### src/rtl/iol_pkg.sv
// shared widths, codes and transaction types for the indexed ordered list
package iol_pkg;

	localparam int POS_W        = 5;
	localparam int VAL_W        = 32;
	localparam int COUNT_W      = 5;
	localparam int MODE_W       = 2;
	localparam int STAT_W       = 2;
	localparam int DEF_CAPACITY = 16;

	typedef enum logic [MODE_W-1:0] {
		MODE_INSERT = 2'd0,
		MODE_DELETE = 2'd1,
		MODE_READ   = 2'd2,
		MODE_SEARCH = 2'd3
	} mode_t;

	typedef enum logic [STAT_W-1:0] {
		STAT_DONE  = 2'd0,
		STAT_RANGE = 2'd1,
		STAT_FULL  = 2'd2
	} stat_t;

	// update command broadcast to every cell
	typedef struct packed {
		logic             ins_en;
		logic             del_en;
		logic [POS_W-1:0] pos;
		logic [VAL_W-1:0] value;
	} iol_cmd_t;

	// contents of one cell as seen by its neighbours
	typedef struct packed {
		logic             occ;
		logic [VAL_W-1:0] entry;
	} iol_slot_t;

	// read and search results rippling along the row
	typedef struct packed {
		logic             found;
		logic [VAL_W-1:0] rd;
	} iol_chain_t;

endpackage

### src/rtl/iol_cell.sv
// one list cell: entry storage, shift update and result ripple stage
module iol_cell import iol_pkg::*; #(
	parameter int IDX = 0
) (
	input  logic       clk,
	input  logic       arst_n,
	input  iol_cmd_t   cmd,
	input  iol_slot_t  left_slot,
	input  iol_slot_t  right_slot,
	output iol_slot_t  slot,
	input  iol_chain_t chain_in,
	output iol_chain_t chain_out
);

	logic             occ_q;
	logic [VAL_W-1:0] entry_q;
	iol_slot_t        slot_d;
	iol_chain_t       chain_q;
	iol_chain_t       chain_d;
	logic             is_eq;
	logic             is_gt;

	assign is_eq = (IDX == int'(cmd.pos));
	assign is_gt = (IDX > int'(cmd.pos));

	assign slot.occ   = occ_q;
	assign slot.entry = entry_q;

	always_comb begin
		slot_d.occ   = occ_q;
		slot_d.entry = entry_q;
		if (cmd.ins_en) begin
			if (is_eq) begin
				slot_d.occ   = 1'b1;
				slot_d.entry = cmd.value;
			end else if (is_gt) begin
				slot_d = left_slot;
			end
		end else if (cmd.del_en && (is_eq || is_gt)) begin
			slot_d = right_slot;
		end
	end

	always_comb begin
		chain_d.rd    = (occ_q && is_eq) ? entry_q : chain_in.rd;
		chain_d.found = chain_in.found | (occ_q && (entry_q == cmd.value));
	end

	always_ff @(posedge clk or negedge arst_n) begin
		if (!arst_n) begin
			occ_q <= 1'b0;
		end else begin
			occ_q <= slot_d.occ;
		end
	end

	always_ff @(posedge clk) begin
		entry_q <= slot_d.entry;
		chain_q <= chain_d;
	end

	assign chain_out = chain_q;

endmodule

### src/rtl/iol_ctrl.sv
// request sequencer: length count, status, scan timing and output register
module iol_ctrl import iol_pkg::*; #(
	parameter int CAPACITY = DEF_CAPACITY
) (
	input  logic                    clk,
	input  logic                    arst_n,
	input  logic                    in_valid,
	output logic                    in_stall,
	input  logic [MODE_W-1:0]       mode,
	input  logic [POS_W-1:0]        position,
	input  logic signed [VAL_W-1:0] value,
	output iol_cmd_t                cmd,
	input  iol_chain_t              chain_end,
	output logic                    out_valid,
	input  logic                    out_stall,
	output logic signed [VAL_W-1:0] read_value,
	output logic                    found,
	output logic [STAT_W-1:0]       status,
	output logic [COUNT_W-1:0]      count
);

	localparam int CW    = $clog2(CAPACITY + 1);
	localparam int MW    = (CW > POS_W) ? CW : POS_W;
	localparam int CMP_W = (MW > COUNT_W) ? MW : COUNT_W;

	typedef enum logic [1:0] {
		S_IDLE = 2'b01,
		S_BUSY = 2'b10
	} state_t;

	state_t             state_q;
	mode_t              mode_q;
	logic [POS_W-1:0]   pos_q;
	logic [VAL_W-1:0]   value_q;
	logic [CW-1:0]      count_q;
	logic [CW-1:0]      count_d;
	logic [CW-1:0]      scan_q;
	logic               out_valid_q;
	logic [VAL_W-1:0]   read_value_q;
	logic               found_q;
	stat_t              status_q;
	logic [COUNT_W-1:0] count_out_q;
	stat_t              stat;
	logic [CMP_W-1:0]   pos_ext;
	logic [CMP_W-1:0]   cnt_ext;
	logic [CMP_W-1:0]   cnt_next_ext;
	logic               accept;
	logic               scan_op;
	logic               scan_done;
	logic               out_free;
	logic               done;

	assign accept   = in_valid && (state_q == S_IDLE);
	assign in_stall = (state_q != S_IDLE);

	always_comb begin
		pos_ext = CMP_W'(pos_q);
		cnt_ext = CMP_W'(count_q);
		stat    = STAT_DONE;
		case (mode_q)
			MODE_INSERT: begin
				if (pos_ext > cnt_ext) begin
					stat = STAT_RANGE;
				end else if (cnt_ext == CMP_W'(CAPACITY)) begin
					stat = STAT_FULL;
				end
			end
			MODE_DELETE, MODE_READ: begin
				if (pos_ext >= cnt_ext) begin
					stat = STAT_RANGE;
				end
			end
			default: begin
				stat = STAT_DONE;
			end
		endcase
	end

	assign scan_op   = (mode_q == MODE_READ) || (mode_q == MODE_SEARCH);
	assign scan_done = (scan_q == CW'(CAPACITY));
	assign out_free  = !out_valid_q || !out_stall;
	assign done      = (state_q == S_BUSY) && (!scan_op || scan_done) && out_free;

	assign cmd.ins_en = done && (mode_q == MODE_INSERT) && (stat == STAT_DONE);
	assign cmd.del_en = done && (mode_q == MODE_DELETE) && (stat == STAT_DONE);
	assign cmd.pos    = pos_q;
	assign cmd.value  = value_q;

	always_comb begin
		count_d = count_q;
		if (cmd.ins_en) begin
			count_d = count_q + CW'(1);
		end else if (cmd.del_en) begin
			count_d = count_q - CW'(1);
		end
	end

	assign cnt_next_ext = CMP_W'(count_d);

	always_ff @(posedge clk or negedge arst_n) begin
		if (!arst_n) begin
			state_q     <= S_IDLE;
			count_q     <= '0;
			scan_q      <= '0;
			out_valid_q <= 1'b0;
		end else begin
			count_q <= count_d;
			if (accept) begin
				state_q <= S_BUSY;
				scan_q  <= '0;
			end else if (done) begin
				state_q <= S_IDLE;
			end else if ((state_q == S_BUSY) && scan_op && !scan_done) begin
				scan_q <= scan_q + CW'(1);
			end
			if (done) begin
				out_valid_q <= 1'b1;
			end else if (!out_stall) begin
				out_valid_q <= 1'b0;
			end
		end
	end

	always_ff @(posedge clk) begin
		if (accept) begin
			mode_q  <= mode_t'(mode);
			pos_q   <= position;
			value_q <= value;
		end
		if (done) begin
			read_value_q <= ((mode_q == MODE_READ) && (stat == STAT_DONE)) ? chain_end.rd : '0;
			found_q      <= (mode_q == MODE_SEARCH) ? chain_end.found : 1'b0;
			status_q     <= stat;
			count_out_q  <= cnt_next_ext[COUNT_W-1:0];
		end
	end

	assign out_valid  = out_valid_q;
	assign read_value = read_value_q;
	assign found      = found_q;
	assign status     = status_q;
	assign count      = count_out_q;

	assert property (@(posedge clk) disable iff (!arst_n)
		count_q <= CW'(CAPACITY))
		else $error("list length beyond capacity");

	assert property (@(posedge clk) disable iff (!arst_n)
		cmd.ins_en |=> (count_q == $past(count_q) + CW'(1)))
		else $error("insert did not grow the list by one");

	assert property (@(posedge clk) disable iff (!arst_n)
		(done && (stat == STAT_FULL)) |-> ((mode_q == MODE_INSERT) && (count_q == CW'(CAPACITY))))
		else $error("full status without a full list");

	assert property (@(posedge clk) disable iff (!arst_n)
		(in_valid && !in_stall) |=> ((state_q == S_BUSY) && (scan_q == '0)))
		else $error("accepted transaction not started");

endmodule

### src/rtl/indexed_ordered_list_unit.sv
// top level of the indexed ordered list: sequencer and row of cells
//
// Requests arrive on the input channel (in_valid, in_stall, mode, position, value);
// a transaction is taken at a rising edge with in_valid high and in_stall low.
// Each request gives exactly one result on the output channel (out_valid,
// out_stall, read_value, found, status, count), taken when out_valid is high
// and out_stall low.
// Insert and delete shift every cell together, at the same edge that registers the
// result and returns the sequencer to idle, where the next request can be taken.
// Read and search ripple through the row of cells, one cell per cycle, and their
// result is registered once the scan counter has reached the end of the row.
// The block holds one request at a time; a new request is taken while an
// earlier result still waits in the output register.
// When the receiver stalls, the result is held and a finished request waits for
// the output register to free before it updates the list.
// Reset empties the list and clears the output valid flag; stored entries are only
// seen through the occupancy bits, which reset clears.
module indexed_ordered_list_unit import iol_pkg::*; #(
	parameter int CAPACITY = DEF_CAPACITY
) (
	input  logic                    clk,
	input  logic                    arst_n,
	input  logic                    in_valid,
	output logic                    in_stall,
	input  logic [MODE_W-1:0]       mode,
	input  logic [POS_W-1:0]        position,
	input  logic signed [VAL_W-1:0] value,
	output logic                    out_valid,
	input  logic                    out_stall,
	output logic signed [VAL_W-1:0] read_value,
	output logic                    found,
	output logic [STAT_W-1:0]       status,
	output logic [COUNT_W-1:0]      count
);

	iol_cmd_t          cmd;
	iol_slot_t         slot    [CAPACITY];
	iol_slot_t         left_s  [CAPACITY];
	iol_slot_t         right_s [CAPACITY];
	iol_chain_t        chain   [CAPACITY+1];
	logic [CAPACITY-1:0] occ_vec;

	assign chain[0] = '0;

	iol_ctrl #(
		.CAPACITY (CAPACITY)
	) u_ctrl (
		.clk        (clk),
		.arst_n     (arst_n),
		.in_valid   (in_valid),
		.in_stall   (in_stall),
		.mode       (mode),
		.position   (position),
		.value      (value),
		.cmd        (cmd),
		.chain_end  (chain[CAPACITY]),
		.out_valid  (out_valid),
		.out_stall  (out_stall),
		.read_value (read_value),
		.found      (found),
		.status     (status),
		.count      (count)
	);

	for (genvar i = 0; i < CAPACITY; i++) begin : g_cell
		if (i == 0) begin : g_first
			assign left_s[i] = '0;
		end else begin : g_mid_l
			assign left_s[i] = slot[i-1];
		end
		if (i == CAPACITY - 1) begin : g_last
			assign right_s[i] = '0;
		end else begin : g_mid_r
			assign right_s[i] = slot[i+1];
		end

		iol_cell #(
			.IDX (i)
		) u_cell (
			.clk        (clk),
			.arst_n     (arst_n),
			.cmd        (cmd),
			.left_slot  (left_s[i]),
			.right_slot (right_s[i]),
			.slot       (slot[i]),
			.chain_in   (chain[i]),
			.chain_out  (chain[i+1])
		);

		assign occ_vec[i] = slot[i].occ;
	end

	// occupied cells always form an unbroken run from the head
	assert property (@(posedge clk) disable iff (!arst_n)
		(occ_vec & (occ_vec + CAPACITY'(1))) == '0)
		else $error("gap in occupied cells");

endmodule

### config.mk
export PLATFORM = sky130hd
export DESIGN_NAME = indexed_ordered_list_unit
export DESIGN_NICKNAME = d
export VERILOG_FILES = /design/src/rtl/iol_pkg.sv /design/src/rtl/iol_cell.sv /design/src/rtl/iol_ctrl.sv /design/src/rtl/indexed_ordered_list_unit.sv
export SDC_FILE = /design/constraint.sdc
export NUM_CORES = 2
export LEC_CHECK = 0
export BUFFER_PORTS_ARGS = -buffer_cell sky130_fd_sc_hd__buf_4
export CORE_UTILIZATION = 66
export CTS_CLUSTER_DIAMETER = 50
export CTS_CLUSTER_SIZE = 24
export DETAILED_ROUTE_END_ITERATION = 10
export GPL_TIMING_DRIVEN = 0
export PLACE_DENSITY = 0.93
export SYNTH_ARGS = -nofsm -noshare
export SYNTH_HDL_FRONTEND = slang
export SYNTH_SLANG_ARGS = --single-unit
### constraint.sdc
create_clock -name clk -period 7.8 [get_ports clk]
set_input_delay 0 -clock clk [delete_from_list [all_inputs] [get_ports clk]]
set_output_delay 0 -clock clk [all_outputs]
set_load 0.01 [all_outputs]
Yosys cells after proc, flatten, opt, wreduce, memory -nomap -nowiden
Index checks and enable logic that the tools add are counted.
{ "totals": {"in_bits": 43, "output_inout_bits": 42, "reg_bits": 1148, "word_cells": 377} }
{ "classes": {"n_reduce_logical": 119, "eq_ne": 57, "n_addsub": 3, "order_cmp": 17, "n_mux": 91, "bitwise": 15} }
{ "op_table": {"columns": ["cell", "count"], "rows": [
  ["2-to-1 mux 33 bit", 63],
  ["equality test 32 bit", 16],
  ["2-to-1 mux 32 bit", 15],
  ["logical AND 1 bit", 58],
  ["inequality test 3 x 1 -> 1 bit (second input constant)", 15],
  ["equality test 5 bit (first input constant)", 8],
  ["> comparator 4 x 5 -> 1 bit (first input constant)", 8],
  ["nonzero test 2 bit", 18],
  ["AND reduction 2 bit", 17],
  ["2-to-1 mux 5 bit", 5],
  ["equality test 4 x 5 -> 1 bit (first input constant)", 4],
  ["> comparator 3 x 5 -> 1 bit (first input constant)", 4],
  ["logical OR 1 bit", 18],
  ["bitwise OR 1 bit", 15],
  ["adder 5 x 1 -> 5 bit (second input constant)", 2],
  ["equality test 3 x 5 -> 1 bit (first input constant)", 2],
  ["equality test 5 bit (second input constant)", 2],
  ["> comparator 2 x 5 -> 1 bit (first input constant)", 2],
  ["2-to-1 mux 2 bit", 4],
  ["inequality test 2 x 1 -> 1 bit (second input constant)", 4],
  ["equality test 2 bit (second input constant)", 3],
  ["equality test 2 x 5 -> 1 bit (first input constant)", 1],
  [">= comparator 5 bit", 1],
  ["> comparator 1 x 5 -> 1 bit (first input constant)", 1],
  ["9 further kinds", 16]
]} }

Longest topological paths before layout
{ "depth": {"word_depth": 11, "mapped_depth": 13, "depth_no_buf": 9} }

Modules after synthesis
Synthesis repeated with hierarchy kept, for this count alone.
{ "unflattened": {"hier_cells": 4353, "area_unflattened_um2": 54329.6} }
{ "by_module_without_submodules": {"columns": ["mod", "instances", "cells_each", "area_per_inst_um2", "seq_area_each_um2"], "rows": [
  ["iol_ctrl", 1, 231, 3632.2, 2698.8],
  ["iol_cell (g_cell[15].u_cell)", 1, 264, 3261.9, 1646.6],
  ["iol_cell (g_cell[10].u_cell)", 1, 262, 3260.6, 1646.6],
  ["iol_cell (g_cell[13].u_cell)", 1, 262, 3255.6, 1646.6],
  ["iol_cell (g_cell[8].u_cell)", 1, 262, 3248.1, 1646.6],
  ["iol_cell (g_cell[2].u_cell)", 1, 264, 3239.4, 1646.6],
  ["iol_cell (g_cell[3].u_cell)", 1, 262, 3230.6, 1646.6],
  ["iol_cell (g_cell[5].u_cell)", 1, 264, 3224.3, 1646.6],
  ["iol_cell (g_cell[7].u_cell)", 1, 262, 3211.8, 1646.6],
  ["iol_cell (g_cell[11].u_cell)", 1, 261, 3160.5, 1646.6],
  ["iol_cell (g_cell[1].u_cell)", 1, 260, 3144.3, 1646.6],
  ["iol_cell (g_cell[4].u_cell)", 1, 262, 3111.7, 1646.6],
  ["iol_cell (g_cell[14].u_cell)", 1, 260, 3101.7, 1646.6],
  ["iol_cell (g_cell[9].u_cell)", 1, 262, 3101.7, 1646.6],
  ["4 more rows", null, null, null, null]
]} }

Worst setup path before layout
Ideal clock, no wire load.
{ "synth_timing": {"kind": "register to register", "start": "register u_ctrl.pos_q[0], in the netlist u_ctrl.pos_ext[0]", "end": "register g_cell[1].u_cell.entry_q[0] (enable)", "arrival_ns": 4.178, "stages_incl_launch_ff": 11, "n_path_buf": 3, "required_time_ns": 7.339, "setup_slack_ns": 3.161, "synth_period_minus_slack_ns": 4.639, "setup_time_ns": 0.461, "cell_sequence": "edfxtp_1 inv_1 ha_1 nand2b_1 a211oi_1 o21a_1 o22ai_2 buf_6 buf_2 buf_2 nor3_1"} }
{ "synth_via": {"elab_chain_len": 8} }
{ "synth_lines": {"columns": ["item", "line", "text"], "rows": [
  ["start: declaration", "iol_ctrl.sv:33", "logic [POS_W-1:0] pos_q;"],
  ["start signal: assignment", "iol_ctrl.sv:127", "pos_q <= position;"],
  [">= comparator 5 bit / > comparator 5 bit (equally long branches)", "iol_ctrl.sv:69, iol_ctrl.sv:62", null],
  ["2-to-1 mux 1 bit / 2-to-1 mux 2 bit (equally long branches)", "iol_ctrl.sv:69, iol_ctrl.sv:62", null],
  ["one-hot mux 2 bit (2 select lines)", "iol_ctrl.sv:60", "case (mode_q)"],
  ["zero test 2 bit", "iol_ctrl.sv:84, iol_ctrl.sv:85", null],
  ["logical AND 1 bit", "iol_ctrl.sv:85", "assign cmd.del_en = done && (mode_q == MODE_DELETE) && (stat == STAT_DONE);"],
  ["logical AND 1 bit", "iol_cell.sv:39", "end else if (cmd.del_en && (is_eq || is_gt)) begin"],
  ["nonzero test 2 bit (no source line)", null, null],
  ["AND reduction 2 bit (no source line) (*)", null, null],
  ["end signal: assignment", "iol_cell.sv:58", "entry_q <= slot_d.entry;"],
  ["end: declaration", "iol_cell.sv:16", "logic [VAL_W-1:0] entry_q;"]
]} }
Every way passes the cells marked *; elsewhere a longest branch is shown, timed or not.
A chain may end at the register's enable or synchronous reset.

Final worst setup path
{ "layout_timing": {"start": "register u_ctrl.pos_q[0], in the netlist u_ctrl.pos_ext[0]", "end": "register g_cell[10].u_cell.entry_q[29] (enable)"} }
{ "layout_via": {"elab_chain_len": 8} }
{ "layout_lines": {"columns": ["item", "line"], "rows": [
  [">= comparator 5 bit / > comparator 5 bit (equally long branches)", "iol_ctrl.sv:69, iol_ctrl.sv:62"],
  ["2-to-1 mux 1 bit / 2-to-1 mux 2 bit (equally long branches)", "iol_ctrl.sv:69, iol_ctrl.sv:62"],
  ["one-hot mux 2 bit (2 select lines)", "iol_ctrl.sv:60"],
  ["zero test 2 bit", "iol_ctrl.sv:84, iol_ctrl.sv:85"],
  ["logical AND 1 bit", "iol_ctrl.sv:85"],
  ["logical AND 1 bit", "iol_cell.sv:39"],
  ["nonzero test 2 bit (no source line)", null],
  ["AND reduction 2 bit (no source line) (*)", null],
  ["end signal: assignment", "iol_cell.sv:58"],
  ["end: declaration", "iol_cell.sv:16"]
]} }
Marked as above.

==> flow_metrics.py <==
metrics = {
    "cts": {
        "clkLatencyLatePin_ns": 0.72,
        "numClockSinks": 1148,
        "cts_resized": 0,
        "cts_buffer_depth": 3,
        "cts_max_level": 3,
        "cts_tree": "yes",
        "cts_made_buffers": 109,
        "cts_root_buf": "clkbuf_16",
        "clk_pin_slew_ns": 0.08,
    },
    "setup_path": {
        "crit_path_max_fanout": 32,
        "r2r_cells": 10,
        "crit-reg2reg-launch": "u_ctrl.pos_ext[0]",
        "start_kind": "flip-flop",
        "crit_type": "reg2reg",
        "crit_required_ns": 8.09,
        "reg2reg_slack_ns": 2.99,
        "r2r_end": "g_cell[10].u_cell.entry_q[29]",
        "endpoint_kind": "flip-flop",
        "crit_arrival_ns": 5.10,
    },
    "sta": {
        "fin_crit_sh_pct": 61.66,
        "setup_viol": 0,
        "final_hold_viol_count": 0,
        "slew_violations": 0,
        "fin_skew_ns": 0.04067,
        "timing.setup.tns_ns": 0,
        "layout_min_cycle_time_ns": 4.809,
        "worstMarginPinSlew_ns": 1.408,
        "relSlewSlack_pct": 6.154,
        "rsz0062_at_grt": "no",
        "fmax_mhz": 207.9,
    },
    "logic_synthesis": {
        "ys_async_sr_fraction_pct": 2.526,
        "synth.avg_cell_area_um2": 11.76,
        "synth_warnings": 0,
        "ys_seq_elements": 1148,
        "ys_seq_area_share_pct": 54.24,
        "syn_nets": 4611,
        "synth_edf_count": 591,
        "synth_cells": 4554,
        "synthFlopType": "edfxtp_1",
        "ys_types": 64,
        "netlist_area_um2": 53550,
    },
    "detailed_routing": {
        "vias_per_cell": 6.954,
        "postRouteAntennaNets": 0,
        "drt_pass1_iterations": 8,
        "drc_errors": 0,
        "routed_wl_mm": 197.8,
        "num_vias": 41525,
        "wl_per_cell_um": 33.13,
        "drtIter0Drc": 7550,
    },
    "floorplanning": {
        "start_util_pct": 66.59,
        "die_h_um": 286.8,
        "rows": 104,
        "core-area_um2": 80420,
        "die_area_um2": 82270,
        "die_width_um": 286.8,
        "io_pins": 85,
    },
    "placement": {
        "gp_congestion": 1.116,
        "portBuffers": 84,
        "dpl.hpwl_mm": 147.9,
    },
    "grt": {
        "antenna_found_initial": 13,
        "grt_max_degree": 36,
        "grt_overflow": 0,
        "track_usage_pct": 47.71,
        "grt_first_pass_wirelength_mm": 278.8,
        "grt_pass1_vias": 40540,
    },
    "hold_path": {
        "whs_path_depth": 2,
        "hp-class": "in2reg",
        "hp-start": "value[26]",
        "hold_path_end": "u_ctrl.value_q[26]",
    },
    "final_layout": {
        "regArea_um2": 29040,
        "area_growth_pct": 12.66,
        "layout-drive-gt1-share_pct": 18.83,
        "multiInputGateArea_um2": 22750,
        "final_nets": 4863,
        "fillCellCount": 5210,
        "post-route-util_pct": 75.02,
    },
    "run": {
        "max-cap-violations": 0,
    },
    "power": {
        "peakVddDrop_mv": 0.2184,
        "powerDensity_nw_per_um2": 264.2,
        "total_power_mw": 15.94,
        "power.leakage_nw": 24.78,
    },
    "run_status": {
        "run_status": "completed",
    },
}
worst max-delay path, cell delays in order, from the launching register on:
cell and delay [ns]:
edfxtp_1 0.51, inv_1 0.31, ha_1 0.33, nand2b_1 0.21, a211oi_1 0.33, o21a_1 0.25
o22a_1 0.18, buf_4 0.27, clkbuf_1 0.70, nand3_1 0.22, inv_1 1.04
logic make-up (layout without fill, tap and decap cells):
family / Yosys count / in the layout / synth area share [%]
compound gates: 1029 / 1029 / 10.09
other cells: 0 / 8 / 0
flops: 1148 / 1148 / 54.24
simple gates: 462 / 462 / 4.603
mux: 945 / 945 / 18.86
buf+inv: 440 / 789 / 3.447
fa+ha+maj: 14 / 14 / 0.3271
xor+xnor: 516 / 516 / 8.440
stage by stage:
stage                     hold slack (ns)  worst slack (ns)  cell area [um2]  std cells
after floorplan                   -0.2956             3.161            53550       4554
after global placement           -0.03756            0.3539            55500       5698
after detailed placement         -0.03302             3.513            55770       5708
after CTS                        0.004004             3.336            60310       5963
after global routing              0.01109             3.043            60310       5963
final                            0.001134             2.991            60330       5971
power breakdown:
group / switching, mW / internal (mW) / total, mW / leakage [nW]
Combinational: 2.40 / 0.773 / 3.17 / 12.8
Sequential: 0.213 / 6.64 / 6.86 / 10.0
Clock: 2.79 / 3.11 / 5.91 / 1.95
Total: 5.40 / 10.5 / 15.9 / 24.8
placed cells by master, fill, tap and decap left out, types with 14 or more instances in the layout:
| cell | instances |
|---|---|
| o21ai_0 | 868 |
| edfxtp_1 | 591 |
| dfxtp_1 | 528 |
| mux2_2 | 483 |
| mux2i_1 | 435 |
| xor2_1 | 407 |
| clkbuf_1 | 245 |
| clkbuf_16 | 113 |
| xnor2_1 | 109 |
| nor4_1 | 108 |
| nand2_1 | 99 |
| buf_4 | 94 |
| a21oi_1 | 62 |
| clkbuf_2 | 54 |
| buf_1 | 54 |
| nor2_1 | 51 |
| dlygate4sd3_1 | 46 |
| o21ai_1 | 45 |
| buf_2 | 43 |
| nand4_1 | 41 |
| and2_1 | 36 |
| and3_1 | 35 |
| inv_1 | 32 |
| nand3_1 | 29 |
| dfrtp_1 | 28 |
| mux2_1 | 27 |
| clkinv_8 | 23 |
| nor3_1 | 17 |
| inv_6 | 15 |
| inv_8 | 15 |
| a41o_1 | 14 |
| ha_1 | 14 |
synth_stat cells, drive strengths merged (30+ instances only):
master | count | area (um2)
xor2 | 407 | 3565
nor2 | 64 | 247.7
and3 | 36 | 230.2
buf | 112 | 549.3
and2 | 37 | 231.5
inv | 33 | 123.9
mux2i | 435 | 4354
o21ai | 913 | 4569
xnor2 | 109 | 954.7
a21oi | 62 | 310.3
dfxtp | 528 | 10570
nand3 | 30 | 155.1
mux2 | 510 | 5743
nand4 | 41 | 256.5
nor4 | 108 | 675.7
edfxtp | 591 | 17750
clkbuf | 295 | 1172
nand2 | 100 | 382.9
sequential cells by signal (all words and copies together) (netlist names):
name                     cells
u_ctrl.cnt_ext               5
u_ctrl.state_q               2
u_ctrl.pos_ext               5
g_cell.u_cell.occ_q         16
u_ctrl.scan_q                5
u_ctrl.count                 5
g_cell.u_cell.entry_q      512
u_ctrl.status                2
u_ctrl.mode_q                2
u_ctrl.out_valid             1
g_cell.u_cell.chain_out    528
u_ctrl.found                 1
u_ctrl.value_q              32
u_ctrl.read_value           32
per-layer routing:
| layer | vias up | global-route usage [%] | share of wire (%) |
|---|---|---|---|
| li1 | 17091 | - | - |
| met1 | 19446 | 54.96 | 32 |
| met2 | 3937 | 69.90 | 42 |
| met3 | 1040 | 14.54 | 13 |
| met4 | 11 | 47.02 | 12 |
| met5 | - | 0.9884 | 0.069 |
worst max path at each step:
| stage | startpoint | endpoint | depth (start not counted) |
|---|---|---|---|
| floorplan | u_ctrl.pos_ext[0] | g_cell[1].u_cell.entry_q[0] | 10 |
| global placement | u_ctrl.pos_ext[0] | g_cell[1].u_cell.entry_q[30] | 10 |
| detailed placement | u_ctrl.pos_ext[0] | g_cell[10].u_cell.entry_q[29] | 10 |
| CTS | u_ctrl.pos_ext[0] | g_cell[10].u_cell.entry_q[29] | 10 |
| global route | u_ctrl.pos_ext[0] | g_cell[10].u_cell.entry_q[29] | 10 |
| finish | u_ctrl.pos_ext[0] | g_cell[10].u_cell.entry_q[29] | 10 |
what timing repair did:
action                    4_1_cts  5_1_grt
hold buffers                   47        0
hold endpoints to repair      115        0
setup buffers                   0        0
area by class of cell:
type,count,area share [%]
buffer,407,2.858
inverter,33,0.2053
antenna,8,0.03318
sequential,1148,48.14
multi-input combinational,2966,37.71
tap,1060,2.198
clock buffer,119,4.758
clock inverter,89,1.972
timing repair buffer,141,2.116
Power figures use the tool's default switching activity.
